$ cat config.mk
export PLATFORM = sky130hd
export DESIGN_NAME = positional_list_engine_top_flat
export DESIGN_NICKNAME = d
export VERILOG_FILES = /design/src/hdl/ple_pkg.sv /design/src/hdl/ple_req_if.sv /design/src/hdl/ple_res_if.sv /design/src/hdl/positional_list_engine_top.sv /design/src/hdl/ple_cell.sv /design/src/hdl/ple_obuf.sv /design/src/flat_wrapper.sv
export SDC_FILE = /design/constraint.sdc
export NUM_CORES = 2
export LEC_CHECK = 0
export BUFFER_PORTS_ARGS = -buffer_cell sky130_fd_sc_hd__buf_2
export CORE_UTILIZATION = 29
export DETAILED_ROUTE_END_ITERATION = 16
export GPL_ROUTABILITY_DRIVEN = 0
export GPL_TIMING_DRIVEN = 0
export PLACE_DENSITY = 0.47
export SLEW_MARGIN = 5
export SYNTH_ARGS = -nofsm -noshare
export SYNTH_HDL_FRONTEND = slang
export SYNTH_SLANG_ARGS = --single-unit
export TNS_END_PERCENT = 100
$ cat constraint.sdc
create_clock -name clk -period 11.87 [get_ports clk]
set_clock_uncertainty 0.05 [all_clocks]
set_input_delay 0 -clock clk [delete_from_list [all_inputs] [get_ports clk]]
set_output_delay 0 -clock clk [all_outputs]
set_load 0.01 [all_outputs]
$ cat src/hdl/ple_pkg.sv
// ple_pkg: shared types, codes and widths of the positional list engine
// no dependencies

package ple_pkg;

	// fixed field widths
	localparam int DATA_W = 32;
	localparam int REQ_W  = 4;
	localparam int POS_W  = 8;
	localparam int ST_W   = 3;
	localparam int OPOS_W = 5;
	localparam int OCNT_W = 5;

	// request codes
	typedef enum logic [REQ_W-1:0] {
		RQ_INS_FRONT = 4'd0,
		RQ_INS_BACK  = 4'd1,
		RQ_INS_AT    = 4'd2,
		RQ_DEL_FRONT = 4'd3,
		RQ_DEL_BACK  = 4'd4,
		RQ_DEL_AT    = 4'd5,
		RQ_SEARCH    = 4'd6,
		RQ_UPDATE    = 4'd7,
		RQ_DUMP      = 4'd8,
		RQ_DUMP_REV  = 4'd9
	} req_code_t;

	// result status codes
	typedef enum logic [ST_W-1:0] {
		ST_OK       = 3'd0,
		ST_EMPTY    = 3'd1,
		ST_BADPOS   = 3'd2,
		ST_FULL     = 3'd3,
		ST_NOTFOUND = 3'd4
	} status_t;

	// sequencer states
	typedef enum logic [1:0] {
		ST_IDLE,
		ST_SCAN,
		ST_POP,
		ST_RESP
	} state_t;

	// kind of multi-cycle walk around the ring
	typedef enum logic [1:0] {
		K_DUMP,
		K_DUMP_REV,
		K_SRCH,
		K_DEL
	} kind_t;

	// entry move done by every cell at once
	typedef enum logic [2:0] {
		C_HOLD,
		C_INS,
		C_DEL,
		C_ROT,
		C_WR
	} cell_op_t;

	// move of the per-cell stack used to reverse a dump
	typedef enum logic [1:0] {
		S_HOLD,
		S_PUSH,
		S_POP
	} stk_op_t;

	// control broadcast to the cell row
	typedef struct packed {
		cell_op_t op;
		stk_op_t  sop;
	} cell_ctl_t;

	// one result item
	typedef struct packed {
		status_t             status;
		logic [DATA_W-1:0]   data;
		logic [OPOS_W-1:0]   pos;
		logic [OCNT_W-1:0]   cnt;
		logic                last;
	} res_t;

	function automatic res_t mk_res(status_t s, logic [DATA_W-1:0] d,
			logic [OPOS_W-1:0] p, logic [OCNT_W-1:0] c, logic l);
		res_t r;
		r.status = s;
		r.data   = d;
		r.pos    = p;
		r.cnt    = c;
		r.last   = l;
		return r;
	endfunction

endpackage

$ cat src/hdl/ple_req_if.sv
// ple_req_if: request channel of the positional list engine
// no dependencies

interface ple_req_if;
	logic               valid;
	logic               ready;
	logic [3:0]         req_type;
	logic signed [31:0] value;
	logic [7:0]         position;

	modport source(output valid, req_type, value, position, input ready);
	modport sink(input valid, req_type, value, position, output ready);
endinterface

$ cat src/hdl/ple_res_if.sv
// ple_res_if: result channel of the positional list engine
// no dependencies

interface ple_res_if;
	logic               valid;
	logic               ready;
	logic [2:0]         status;
	logic signed [31:0] data_out;
	logic [4:0]         position_out;
	logic [4:0]         entry_count;
	logic               last;

	modport source(output valid, status, data_out, position_out, entry_count, last,
		input ready);
	modport sink(input valid, status, data_out, position_out, entry_count, last,
		output ready);
endinterface

$ cat src/hdl/positional_list_engine_top.sv
// positional_list_engine_top: bounded ordered list held in a row of cells
// depends on ple_pkg, ple_req_if, ple_res_if, ple_cell and ple_obuf
//
// Usage: requests arrive on the req channel, results leave on the res
// channel, both valid/ready; an item moves when valid and ready are high
// at a rising edge. Entries sit in a row of cells, front of the list in
// cell zero. Insert front/back/at, delete front and update act on all
// cells at once: the item is taken and its result is pushed into the
// result buffer in the same cycle, so such requests run at one item per
// cycle while the buffer is not full. Delete back, delete at, search and
// the dumps walk the row by rotating it one cell per cycle; a forward dump
// gives one result per cycle and pauses while the buffer is full. Search
// and the two deletes give their result after the walk; a reverse dump
// fills the stack in the cells, then pops it. req.ready is low during
// such a walk. Results go through a two-entry buffer, so a new request is
// taken while one result still waits; when res stalls and the buffer
// fills, ready drops and dumps pause. Reset clears the count and the
// sequencer; the list is empty after reset and needs no clearing pass.

module positional_list_engine_top import ple_pkg::*; #(
	parameter int CAPACITY = 16
) (
	input  logic clk,
	input  logic arst_n,
	ple_req_if.sink   req,
	ple_res_if.source res
);

	localparam int CW   = $clog2(CAPACITY + 1);
	localparam int IW   = $clog2(CAPACITY);
	localparam int CMPW = (CW > POS_W) ? CW : POS_W;

	// control state
	state_t         state_q, state_d;
	kind_t          kind_q;
	logic [CW-1:0]  cnt_q, cnt_d;
	logic [IW-1:0]  k_q;
	logic           found_q;

	// walk payload
	logic [IW-1:0]     idx_q, lim_q, fpos_q;
	logic [DATA_W-1:0] val_q, rem_q;

	// cell row
	logic [DATA_W-1:0] ent [CAPACITY];
	logic [DATA_W-1:0] stk [CAPACITY];
	cell_ctl_t         ctl;
	logic [IW-1:0]     c_idx, tail;
	logic [DATA_W-1:0] head;

	// decode
	req_code_t rq;
	logic      acc, full, empty, pos_ok, ins_ok, need_scan;
	kind_t     scan_kind;
	logic [IW-1:0] scan_idx;

	// result path
	logic ob_full, push, step, last_step, hit;
	res_t pres;

	assign head = ent[0];
	assign tail = IW'(cnt_q - CW'(1));
	assign acc  = req.valid && req.ready;
	assign req.ready = (state_q == ST_IDLE) && !ob_full;
	assign rq   = req_code_t'(req.req_type);
	assign full = (cnt_q == CW'(CAPACITY));
	assign empty = (cnt_q == '0);
	assign pos_ok = (req.position != '0) && (CMPW'(req.position) <= CMPW'(cnt_q));
	assign ins_ok = (req.position == POS_W'(1)) || pos_ok;
	assign hit  = (head == val_q);
	assign last_step = (k_q == lim_q);
	assign step = (kind_q != K_DUMP) || !ob_full;

	// request decode
	always_comb begin
		need_scan = 1'b0;
		scan_kind = K_DUMP;
		scan_idx  = '0;
		case (rq)
			RQ_DEL_BACK: begin
				need_scan = !empty;
				scan_kind = K_DEL;
				scan_idx  = tail;
			end
			RQ_DEL_AT: begin
				need_scan = pos_ok;
				scan_kind = K_DEL;
				scan_idx  = IW'(req.position - POS_W'(1));
			end
			RQ_SEARCH: begin
				need_scan = !empty;
				scan_kind = K_SRCH;
			end
			RQ_DUMP: begin
				need_scan = !empty;
				scan_kind = K_DUMP;
			end
			RQ_DUMP_REV: begin
				need_scan = !empty;
				scan_kind = K_DUMP_REV;
			end
			default: need_scan = 1'b0;
		endcase
	end

	// next state
	always_comb begin
		state_d = state_q;
		case (state_q)
			ST_IDLE: begin
				if (acc && need_scan) state_d = ST_SCAN;
			end
			ST_SCAN: begin
				if (step && last_step) begin
					case (kind_q)
						K_DUMP:     state_d = ST_IDLE;
						K_DUMP_REV: state_d = ST_POP;
						default:    state_d = ST_RESP;
					endcase
				end
			end
			ST_POP: begin
				if (!ob_full && last_step) state_d = ST_IDLE;
			end
			ST_RESP: begin
				if (!ob_full) state_d = ST_IDLE;
			end
			default: state_d = ST_IDLE;
		endcase
	end

	// cell control, count and result
	always_comb begin
		ctl   = '{op: C_HOLD, sop: S_HOLD};
		c_idx = '0;
		cnt_d = cnt_q;
		push  = 1'b0;
		pres  = mk_res(ST_OK, '0, '0, '0, 1'b1);
		case (state_q)
			ST_IDLE: begin
				if (acc && !need_scan) begin
					push = 1'b1;
					case (rq)
						RQ_INS_FRONT, RQ_INS_BACK: begin
							if (full) begin
								pres.status = ST_FULL;
							end else begin
								ctl.op = C_INS;
								c_idx  = (rq == RQ_INS_FRONT) ? '0 : IW'(cnt_q);
								cnt_d  = cnt_q + CW'(1);
							end
						end
						RQ_INS_AT: begin
							if (!ins_ok) begin
								pres.status = ST_BADPOS;
							end else if (full) begin
								pres.status = ST_FULL;
							end else begin
								ctl.op = C_INS;
								c_idx  = IW'(req.position - POS_W'(1));
								cnt_d  = cnt_q + CW'(1);
							end
						end
						RQ_DEL_FRONT: begin
							if (empty) begin
								pres.status = ST_EMPTY;
							end else begin
								ctl.op    = C_DEL;
								c_idx     = '0;
								cnt_d     = cnt_q - CW'(1);
								pres.data = head;
							end
						end
						RQ_DEL_BACK, RQ_SEARCH, RQ_DUMP, RQ_DUMP_REV: begin
							pres.status = ST_EMPTY;
						end
						RQ_DEL_AT: begin
							pres.status = ST_BADPOS;
						end
						RQ_UPDATE: begin
							if (!pos_ok) begin
								pres.status = ST_BADPOS;
							end else begin
								ctl.op = C_WR;
								c_idx  = IW'(req.position - POS_W'(1));
							end
						end
						default: pres.status = ST_OK;
					endcase
				end
			end
			ST_SCAN: begin
				if (step) begin
					ctl.op = C_ROT;
					case (kind_q)
						K_DUMP: begin
							push      = 1'b1;
							pres.data = head;
							pres.pos  = OPOS_W'((IW + 1)'(k_q) + (IW + 1)'(1));
							pres.last = last_step;
						end
						K_DUMP_REV: begin
							ctl.sop = S_PUSH;
						end
						K_DEL: begin
							if (k_q == idx_q) begin
								ctl.op = C_DEL;
								c_idx  = '0;
								cnt_d  = cnt_q - CW'(1);
							end
						end
						default: ctl.op = C_ROT;
					endcase
				end
			end
			ST_POP: begin
				if (!ob_full) begin
					push      = 1'b1;
					ctl.sop   = S_POP;
					pres.data = stk[0];
					pres.pos  = OPOS_W'(cnt_q - CW'(k_q));
					pres.last = last_step;
				end
			end
			ST_RESP: begin
				if (!ob_full) begin
					push = 1'b1;
					if (kind_q == K_DEL) begin
						pres.data = rem_q;
					end else if (found_q) begin
						pres.pos = OPOS_W'((IW + 1)'(fpos_q) + (IW + 1)'(1));
					end else begin
						pres.status = ST_NOTFOUND;
					end
				end
			end
			default: push = 1'b0;
		endcase
		pres.cnt = OCNT_W'(cnt_d);
	end

	// control registers
	always_ff @(posedge clk or negedge arst_n) begin
		if (!arst_n) begin
			state_q <= ST_IDLE;
			kind_q  <= K_DUMP;
			cnt_q   <= '0;
			k_q     <= '0;
			found_q <= 1'b0;
		end else begin
			state_q <= state_d;
			cnt_q   <= cnt_d;
			if (state_q == ST_IDLE && acc && need_scan) begin
				kind_q  <= scan_kind;
				found_q <= 1'b0;
			end
			if (state_q == ST_SCAN && step && kind_q == K_SRCH && hit && !found_q) begin
				found_q <= 1'b1;
			end
			if ((state_q == ST_SCAN && step) || (state_q == ST_POP && !ob_full)) begin
				k_q <= last_step ? '0 : k_q + IW'(1);
			end
		end
	end

	// walk payload registers
	always_ff @(posedge clk) begin
		if (state_q == ST_IDLE && acc && need_scan) begin
			idx_q <= scan_idx;
			lim_q <= tail;
			val_q <= req.value;
		end
		if (state_q == ST_SCAN && kind_q == K_SRCH && hit && !found_q) begin
			fpos_q <= k_q;
		end
		if (state_q == ST_SCAN && kind_q == K_DEL && k_q == idx_q) begin
			rem_q <= head;
		end
	end

	// row of cells
	for (genvar i = 0; i < CAPACITY; i++) begin : g_cell
		logic [DATA_W-1:0] l_ent, r_ent, l_stk, r_stk;
		if (i == 0) begin : g_first
			assign l_ent = '0;
			assign l_stk = head;
		end else begin : g_mid_l
			assign l_ent = ent[i-1];
			assign l_stk = stk[i-1];
		end
		if (i == CAPACITY - 1) begin : g_last
			assign r_ent = '0;
			assign r_stk = '0;
		end else begin : g_mid_r
			assign r_ent = ent[i+1];
			assign r_stk = stk[i+1];
		end
		ple_cell #(.IW(IW), .IDX(i)) u_cell (
			.clk       (clk),
			.ctl       (ctl),
			.idx       (c_idx),
			.tail      (tail),
			.value     (req.value),
			.head      (head),
			.left      (l_ent),
			.right     (r_ent),
			.stk_left  (l_stk),
			.stk_right (r_stk),
			.entry     (ent[i]),
			.stk       (stk[i])
		);
	end

	// result buffer
	ple_obuf u_obuf (
		.clk    (clk),
		.arst_n (arst_n),
		.push   (push),
		.din    (pres),
		.full   (ob_full),
		.res    (res)
	);

	// checks
	a_cnt_bound: assert property (@(posedge clk) disable iff (!arst_n)
		cnt_q <= CW'(CAPACITY))
		else $error("entry count above capacity");

	a_k_idle: assert property (@(posedge clk) disable iff (!arst_n)
		state_q == ST_IDLE |-> k_q == '0)
		else $error("walk counter not cleared when idle");

	a_cnt_walk: assert property (@(posedge clk) disable iff (!arst_n)
		(state_q == ST_SCAN && kind_q != K_DEL) |=> cnt_q == $past(cnt_q))
		else $error("count changed during a read-only walk");

	a_pop_kind: assert property (@(posedge clk) disable iff (!arst_n)
		state_q == ST_POP |-> kind_q == K_DUMP_REV)
		else $error("stack pop outside a reverse dump");

	a_resp_kind: assert property (@(posedge clk) disable iff (!arst_n)
		state_q == ST_RESP |-> (kind_q == K_SRCH || kind_q == K_DEL))
		else $error("late response for a walk that has none");

endmodule

$ cat src/hdl/ple_cell.sv
// ple_cell: one slot of the list row, holding an entry and a stack word
// depends on ple_pkg

module ple_cell import ple_pkg::*; #(
	parameter int IW  = 4,
	parameter int IDX = 0
) (
	input  logic              clk,
	input  cell_ctl_t         ctl,
	input  logic [IW-1:0]     idx,
	input  logic [IW-1:0]     tail,
	input  logic [DATA_W-1:0] value,
	input  logic [DATA_W-1:0] head,
	input  logic [DATA_W-1:0] left,
	input  logic [DATA_W-1:0] right,
	input  logic [DATA_W-1:0] stk_left,
	input  logic [DATA_W-1:0] stk_right,
	output logic [DATA_W-1:0] entry,
	output logic [DATA_W-1:0] stk
);

	localparam logic [IW-1:0] ME = IW'(IDX);

	logic [DATA_W-1:0] entry_q, entry_d;
	logic [DATA_W-1:0] stk_q, stk_d;

	// entry move
	always_comb begin
		entry_d = entry_q;
		case (ctl.op)
			C_HOLD: entry_d = entry_q;
			C_INS: begin
				if (ME > idx) entry_d = left;
				else if (ME == idx) entry_d = value;
			end
			C_DEL: begin
				if (ME >= idx) entry_d = right;
			end
			C_ROT: begin
				if (ME == tail) entry_d = head;
				else if (ME < tail) entry_d = right;
			end
			C_WR: begin
				if (ME == idx) entry_d = value;
			end
			default: entry_d = entry_q;
		endcase
	end

	// stack move, top of stack sits in cell zero
	always_comb begin
		case (ctl.sop)
			S_PUSH:  stk_d = stk_left;
			S_POP:   stk_d = stk_right;
			default: stk_d = stk_q;
		endcase
	end

	always_ff @(posedge clk) begin
		entry_q <= entry_d;
		stk_q   <= stk_d;
	end

	assign entry = entry_q;
	assign stk   = stk_q;

endmodule

$ cat src/hdl/ple_obuf.sv
// ple_obuf: two-entry result buffer in front of the result channel
// depends on ple_pkg and ple_res_if

module ple_obuf import ple_pkg::*; (
	input  logic  clk,
	input  logic  arst_n,
	input  logic  push,
	input  res_t  din,
	output logic  full,
	ple_res_if.source res
);

	logic [1:0] fill_q;
	res_t       e0_q, e1_q;
	logic       pop;

	assign pop  = res.valid && res.ready;
	assign full = (fill_q == 2'd2);

	// fill level
	always_ff @(posedge clk or negedge arst_n) begin
		if (!arst_n) begin
			fill_q <= 2'd0;
		end else begin
			if (push && !pop) fill_q <= fill_q + 2'd1;
			else if (pop && !push) fill_q <= fill_q - 2'd1;
		end
	end

	// storage, head in e0
	always_ff @(posedge clk) begin
		if (push && pop) begin
			if (fill_q == 2'd1) e0_q <= din;
		end else if (push) begin
			if (fill_q == 2'd0) e0_q <= din;
			else e1_q <= din;
		end else if (pop) begin
			e0_q <= e1_q;
		end
	end

	assign res.valid        = (fill_q != 2'd0);
	assign res.status       = e0_q.status;
	assign res.data_out     = e0_q.data;
	assign res.position_out = e0_q.pos;
	assign res.entry_count  = e0_q.cnt;
	assign res.last         = e0_q.last;

endmodule
$ cat src/flat_wrapper.sv
// flat-port wrapper written by rule: the top's interface ports become plain ports
module positional_list_engine_top_flat import ple_pkg::*;
#(
	parameter int CAPACITY = 16
)
  (clk, arst_n, req_valid, req_req_type, req_value, req_position, req_ready, res_valid, res_status, res_data_out, res_position_out, res_entry_count, res_last, res_ready);
  ple_req_if req_i ();
  ple_res_if res_i ();
  input  logic clk;
  input  logic arst_n;
  input wire logic [$bits(req_i.valid)-1:0] req_valid;
  input wire logic [$bits(req_i.req_type)-1:0] req_req_type;
  input wire logic [$bits(req_i.value)-1:0] req_value;
  input wire logic [$bits(req_i.position)-1:0] req_position;
  output wire logic [$bits(req_i.ready)-1:0] req_ready;
  output wire logic [$bits(res_i.valid)-1:0] res_valid;
  output wire logic [$bits(res_i.status)-1:0] res_status;
  output wire logic [$bits(res_i.data_out)-1:0] res_data_out;
  output wire logic [$bits(res_i.position_out)-1:0] res_position_out;
  output wire logic [$bits(res_i.entry_count)-1:0] res_entry_count;
  output wire logic [$bits(res_i.last)-1:0] res_last;
  input wire logic [$bits(res_i.ready)-1:0] res_ready;
  assign req_i.valid = req_valid;
  assign req_i.req_type = req_req_type;
  assign req_i.value = req_value;
  assign req_i.position = req_position;
  assign req_ready = req_i.ready;
  assign res_valid = res_i.valid;
  assign res_status = res_i.status;
  assign res_data_out = res_i.data_out;
  assign res_position_out = res_i.position_out;
  assign res_entry_count = res_i.entry_count;
  assign res_last = res_i.last;
  assign res_i.ready = res_ready;
  positional_list_engine_top #(.CAPACITY(CAPACITY)) u_core (.clk(clk), .arst_n(arst_n), .req(req_i), .res(res_i));
endmodule
* After elaboration in Yosys (flattened, before gate mapping)
Index checks and enable logic that the tools add are counted.
** Operators by class
- $add $sub $neg :: 9
- $lt $le $gt $ge :: 49
- Equal/unequal tests :: 97
- Mux-type cells :: 190
- Bitwise logic cells :: 2
- Reduce and logical (&&, ||, !) cells :: 70
** Operator list (number)
- 32-bit two-way mux :: 83
- 32-bit case mux with 4 select lines :: 17
- 32-bit case mux with 2 select lines :: 16
- 46-bit two-way mux :: 5
- 37-bit two-way mux :: 3
- 4-bit equality test, first input constant :: 16
- 3-bit AND reduction :: 17
- 5-bit two-way mux :: 10
- 3-bit inequality test, second input constant :: 15
- 40-bit two-way mux :: 1
- 2-bit inequality test, second input constant :: 19
- 35-bit two-way mux :: 1
- 3-bit by 4-bit equality test with 1-bit output, first input constant :: 8
- 32-bit equality test :: 1
- 4-bit greater-or-equal comparator, first input constant :: 8
- 4-bit greater-than comparator, first input constant :: 8
- 4-bit < comparator, first input constant :: 8
- 4-bit two-way mux :: 8
- 5-bit case mux with 3 select lines :: 2
- 1-bit logical AND :: 23
- 3-bit two-way mux :: 7
- 2-bit two-way mux :: 10
- 3-bit case mux with 6 select lines :: 1
- 2-bit by 4-bit equality test with 1-bit output, first input constant :: 4
- other kinds (57) :: 126
** Word-level totals
- Register bits :: 1208
- Bits of input ports :: 48
- Output and inout port bits :: 48
- Logic and storage cells :: 470

* Depth between registers and ports, before layout
- Depth after elaboration :: 11
- Depth in mapped cells :: 17
- Mapped depth without buffers :: 13

* By module
From an unflattened synthesis, not the netlist that was laid out.
** Second synthesis, totals
- Cell total of the unflattened synthesis :: 5977
- Area total of the unflattened synthesis :: 75147.1 µm²
** Modules (own cells, without submodules)
- positional_list_engine_top :: times used 1, cells an instance 564, area an instance 5695.5 µm², sequential area each 2632.5 µm²
- ple_cell at u_core.g_cell[9].u_cell :: times used 1, cells an instance 382, area an instance 4901.0 µm², sequential area each 1921.8 µm²
- ple_cell at u_core.g_cell[13].u_cell :: times used 1, cells an instance 377, area an instance 4640.7 µm², sequential area each 1921.8 µm²
- ple_cell at u_core.g_cell[1].u_cell :: times used 1, cells an instance 336, area an instance 4516.8 µm², sequential area each 1921.8 µm²
- ple_cell at u_core.g_cell[14].u_cell :: times used 1, cells an instance 338, area an instance 4506.8 µm², sequential area each 1921.8 µm²
- ple_cell at u_core.g_cell[3].u_cell :: times used 1, cells an instance 367, area an instance 4490.6 µm², sequential area each 1921.8 µm²
- ple_cell at u_core.g_cell[4].u_cell :: times used 1, cells an instance 324, area an instance 4381.7 µm², sequential area each 1921.8 µm²
- ple_cell at u_core.g_cell[12].u_cell :: times used 1, cells an instance 369, area an instance 4361.7 µm², sequential area each 1921.8 µm²
- ple_cell at u_core.g_cell[11].u_cell :: times used 1, cells an instance 336, area an instance 4241.6 µm², sequential area each 1921.8 µm²
- ple_cell at u_core.g_cell[15].u_cell :: times used 1, cells an instance 469, area an instance 4141.5 µm², sequential area each 1921.8 µm²
- ple_cell at u_core.g_cell[5].u_cell :: times used 1, cells an instance 307, area an instance 3998.8 µm², sequential area each 1921.8 µm²
- ple_cell at u_core.g_cell[2].u_cell :: times used 1, cells an instance 307, area an instance 3773.6 µm², sequential area each 1921.8 µm²
- ple_cell at u_core.g_cell[10].u_cell :: times used 1, cells an instance 263, area an instance 3652.3 µm², sequential area each 1921.8 µm²
- ple_obuf :: times used 1, cells an instance 163, area an instance 3639.7 µm², sequential area each 2812.7 µm²
- 4 more rows

* Least setup slack after synthesis
OpenSTA, ideal clock, no wires.
- Path type :: reg2reg
- From :: register u_core.u_obuf.fill_q[0]
- To :: register u_core.g_cell[0].u_cell.stk_q[0], enable pin
- Setup time :: 0.860 ns
- Arrival :: 11.496 ns
- Required time :: 10.960 ns
- Slack :: -0.537 ns
- Stages on the path, launching flop included :: 9
- Buffers on the path :: 2
- Clock period less this slack :: 12.407 ns
- Path through :: dfrtp_1 inv_1 ha_1 buf_2 nor2b_1 clkbuf_1 and2_1 ha_1 inv_1
** On the way
- Word-level cells in the longest chain between the ends :: 7
- Elaborated cells between the ends (all ways) :: 9
** Ends and longest elaborated chain
- start: declaration :: line ple_obuf.sv:13 : logic [1:0] fill_q;
- start signal: assignment :: line ple_obuf.sv:25 : if (push && !pop) fill_q <= fill_q + 2'd1;
- start signal: assignment :: line ple_obuf.sv:26 : else if (pop && !push) fill_q <= fill_q - 2'd1;
- 2-bit equality test (*) :: line ple_obuf.sv:18 : assign full = (fill_q == 2'd2);
- 1-bit logical NOT :: line positional_list_engine_top.sv:72 : assign step = (kind_q != K_DUMP) || !ob_full;
- 1-bit logical OR :: line positional_list_engine_top.sv:72
- 5-bit two-way mux :: line positional_list_engine_top.sv:193 : if (step) begin
- 2-bit case mux with 2 select lines (*) :: line positional_list_engine_top.sv:139 : case (state_q)
- 2-bit equality test / 2-bit by 1-bit equality test with 1-bit output (equally long branches) :: line ple_cell.sv:52 : case (ctl.sop)
- 2-bit nonzero test (no line) (*)
- end signal: assignment :: line ple_cell.sv:61 : stk_q <= stk_d;
- end: declaration :: line ple_cell.sv:25 : logic [DATA_W-1:0] stk_q, stk_d;
Mark *: on every way between the ends. The rest lies on a longest branch, timed or not.
A chain may end at the register's enable or synchronous reset.

* Final worst setup path
- From :: register u_core.cnt_q[3]
- To :: register u_core.g_cell[11].u_cell.entry_q[11] (data pin)
** On the way
- Word-level cells in the longest chain between the ends :: 11
- Elaborated cells between the ends (all ways) :: 36
** Ends and longest elaborated chain
- start: declaration :: line positional_list_engine_top.sv:36 : logic [CW-1:0] cnt_q, cnt_d;
- start signal: assignment :: line positional_list_engine_top.sv:252 : cnt_q <= cnt_d;
- parallel branches: the longest is 10 deep, another holds 8-bit by 5-bit <= comparator with 1-bit output
- 32-bit case mux with 4 select lines (*) :: line ple_cell.sv:30 : case (ctl.op)
- net u_core.g_cell[11].u_cell.entry_d[11] :: line ple_cell.sv:24 : logic [DATA_W-1:0] entry_q, entry_d;
- end signal: assignment :: line ple_cell.sv:60 : entry_q <= entry_d;
- end: declaration :: line ple_cell.sv:24
Mark *: on every way through the listed nets, which the timed path passes.

==> summary.md <==
| Metric | Value |
|---|---|
| Clk_lat worst skew | 0.82 ns |
| Largest stage delay, worst path | 0.97 ns |
| Post-Synth Adder-Cell Area | 0.599% |
| Slew of the pin with the lowest slew margin | 1.43 ns |
| Crit end category | register |
| Post-synthesis simple-gate area fraction | 7.61% |
| Detailed-route via count | 49,265 |
| Final Hold Violating Endpoints | 0 |
| Drc violations | 0 |
| PwrDens | 295 nW/um^2 |
| Critical path arrival | 7.69 ns |
| Largest family of logic cells by synthesized area | multiplexers |
| Largest net degree at the start of global routing | 40 |
| Psw | 9.29 mW |
| Drt total wl | 249 mm |
| ANT nets after route | 0 |
| Reg clk slew, reported paths | 0.06 ns |
| Total GRT Usage | 21.1% |
| Synth area leader | edfxtp_1 |
| Static leakage power | 28.2 nW |
| Max Buffers Root-to-Sink | 3 |
| Boundary Pins | 96 |
| Total Power | 22.5 mW |
| Share of cells above drive strength 1 | 17.9% |
| Final WS setup | 4.63 ns |
| Post-synth ARST share | 1.32% |
| Hold Path Class | input pin to register |
| Critical path startpoint category | register |
| Commonest non-fill, non-tap cell in the layout | edfxtp_1 |
| Worst Path Max Fanout | 10 |
| Yosys warnings | 0 |
| Initial DRC Count | 5,976 |
| Initial antenna violation count | 9 |
| Chip height | 479 um |
| Reg power frac | 38.7% |
| Die width | 479 um |
| RSZ-0062 raised after global routing | no |
| Congestion Overflow GR | 0 |
| Final HPWL from detailed placement | 196 mm |
| Synth Cell Area | 66,000 sq um |
| Most frequent cells in the layout | edfxtp_1 (1,192), mux2i_1 (712), nand2_1 (584) |
| Post-Synth XOR/XNOR Area | 0.744% |
| # port buffers | 94 |
| Vias in the first global route | 49,438 |
| Wirelength per Cell | 28.2 um |
| Synth Area in Compound Gates | 12.5% |
| P&R area growth vs syn | 15.9% |
| Synthesized area per cell | 12.3 sq um |
| Crit path kind | register to register |
| Gate Count Post-Synth | 5,364 |
| P_int | 13.2 mW |
| Place WS | 5.22 ns |
| Via density | 5.57 |
| Seq/Total Area, Yosys | 54.9% |
| CTS tree | done |
| Seq cells post-synth | 1,208 |
| Max Slew Vio Count | 0 |
| Final period util | 61.0% |
| Combinational power share | 42.3% |
| TritonRoute pass-1 iters | 9 |
| # setup viols final | 0 |
| CTS root buffer | clkbuf_16 |
| Largest vdd supply drop | 0.147 mV |
| First-pass GRT wire length | 355 mm |
| Status | finished clean |
| Top-area cell type share of the netlist area | 54.3% |
| Required @ worst endpoint | 12.32 ns |
| Row cnt | 174 |
| Core Area | 225,000 sq um |
| Crit path top cell by count | clkbuf_1 |
| Cts bufs inserted | 138 |
| CTS H-Tree Depth | 4 |
| Distinct cell type count after synthesis | 90 |
| Sink Count | 1,208 |
| Final nets | 5,810 |
| Die area | 229,000 sq um |
| Crit path time final | 7.24 ns |
| Top cells by area, synth | edfxtp_1 (54%), mux2i_1 (11%), mux2_2 (9.0%) |
| Initial core utilization | 29.3% |
| Crit-path cells | clkbuf_1 -> inv_1 -> ha_1 -> a211oi_1 -> a21oi_2 -> nor4_1 -> nor2_1 -> nor2_2 -> buf_8 -> clkbuf_1 -> o21ai_0 -> o22ai_1 -> a21oi_1 |
| Sw frac | 41.2% |
| Number of synthesized flops with an enable pin | 1,192 |
| Slew Limit Headroom | 4.69% |
| Post-synthesis mux area share | 20.1% |
| Post-CTS Setup Repair Bufs | 0 |
| Achievable Freq | 138 MHz |
| Crit-path slowest cell | nor4_1 |
| Clock network power share | 19.0% |
| Post-synth net total | 5,443 |
| Max_cap viols | 0 |
| Synth Flop Type | edfxtp_1 |
metrics by stage:
stage | hold slack (ns) | instances | utilization [%] | setup TNS, ns | cell area [sq um]
2_1_floorplan | -0.346 | 5364 | - | 0 | 66000
3_3_place_gp | -0.0636 | 8450 | 31.1 | -1767.49 | 70200
3_5_place_dp | -0.0542 | 8499 | 31.6 | 0 | 71200
4_1_cts | 0.157 | 8831 | 33.9 | 0 | 76400
5_1_grt | 0.225 | 8832 | 33.9 | 0 | 76400
6_report | 0.226 | 8839 | 33.9 | 0 | 76400
worst paths after layout:
check | cells past startpoint | slack, ns | endpoint | startpoint
max | 13 | 4.63 | u_core.g_cell[11].u_cell.entry[11]$_DFFE_PP_ | u_core.cnt_q[3]$_DFF_PN0_
min | 5 | 0.23 | u_core.u_obuf.fill_q[0]$_DFFE_PN0P_ | res_ready
max in group asynchronous | 3 | 10.73 | u_core.u_obuf.fill_q[1]$_DFFE_PN0P_ | arst_n
min reg2reg | 0 | 0.39 | u_core.rem_q[5]$_DFFE_PP_ | u_core.g_cell[0].u_cell.entry[5]$_DFFE_PP_
max reg2reg | 13 | 4.63 | u_core.g_cell[11].u_cell.entry[11]$_DFFE_PP_ | u_core.cnt_q[3]$_DFF_PN0_
min in group asynchronous | 3 | 0.42 | u_core.kind_q[0]$_DFFE_PN0P_ | arst_n
power groups by stage:
stage | logic [mW] | registers (mW) | clock network (mW)
final | 9.54 | 8.72 | 4.28
after global routing | 10.1 | 8.88 | 4.51
after CTS | 9.41 | 8.70 | 4.37
after detailed placement | 9.34 | 8.78 | 0
after global placement | 8.73 | 9.19 | 0
after floorplan | 5.58 | 8.57 | 0
area by class of cell:
| class | instances | area, sq um |
|---|---|---|
| antenna | 8 | 20.0 |
| clock buffer | 167 | 3610 |
| sequential | 1208 | 36200 |
| tap | 2992 | 3740 |
| inverter | 41 | 158 |
| timing repair buffer | 227 | 2130 |
| multi-input combinational | 3577 | 27600 |
| clock inverter | 81 | 734 |
| buffer | 538 | 2210 |
| fill | 22579 | 149000 |
state kept, by name (all words and copies together), names as in the netlist, 4 cells and up:
register / cells
u_core.g_cell.u_cell.entry: 512
u_core.g_cell.u_cell.stk: 512
u_core.u_obuf.e1_q: 46
u_core.rem_q: 32
u_core.u_obuf.res.data_out: 32
u_core.val_q: 32
u_core.cnt_q: 5
u_core.u_obuf.res.entry_count: 5
u_core.u_obuf.res.position_out: 5
u_core.fpos_q: 4
u_core.idx_q: 4
u_core.k_q: 4
u_core.lim_q: 4
critical path: cells and delay by family, from the launching register on:
kind	cells	cell delay (ns)
and+or+nand+nor	3	2.10
AOI/OAI and AO/OA	5	1.97
buffers and inverters	4	1.85
DFF	1	0.56
adders and majority gates	1	0.35
cells by family (layout without fill, tap and decap cells):
family / Yosys count / in the layout
other: 0 / 8
AOI/OAI and AO/OA: 1142 / 1142
adders and majority gates: 31 / 31
buffers and inverters: 579 / 1054
and+or+nand+nor: 1094 / 1094
xor gates and xnor gates: 56 / 56
DFF: 1208 / 1208
muxes: 1254 / 1254
cell usage after synthesis (all sizes together) (5+ instances only):
master      n
nand2b      7
xor2       36
clkbuf    399
a2bb2oi    32
or3        21
inv        39
o221ai    233
a222oi     39
a21oi     174
a31oi       7
o22ai      40
edfxtp   1192
a211oi     33
o22a       21
nor4       17
and3       42
o32a       32
nor2      177
nor3       24
nand4      14
nor2b      42
and2       11
o31ai       6
ha         30
o211ai     33
buf       139
dfrtp      16
a211o      44
o21a        6
mux2i     712
nand3     128
a21o       43
xnor2      20
mux2      542
nand2     586
a221o      77
nand3b      5
a31o        9
o21ai     285
nor4b       6
timing repair:
item | in CTS | in global routing
hold endpoints to repair | 111 | 0
hold buffers | 84 | 0
gates resized for setup | 0 | 0
routing by layer:
layer  GRT usage [%]  vias to the layer above  share of wire [%]
li1                -                    21578                  -
met1            28.3                    25097                 43
met2            33.3                     2156                 46
met3            4.09                      434                7.3
met4            8.66                        0                4.1
met5               0                        -                  0
Power figures use the tool's default switching activity.
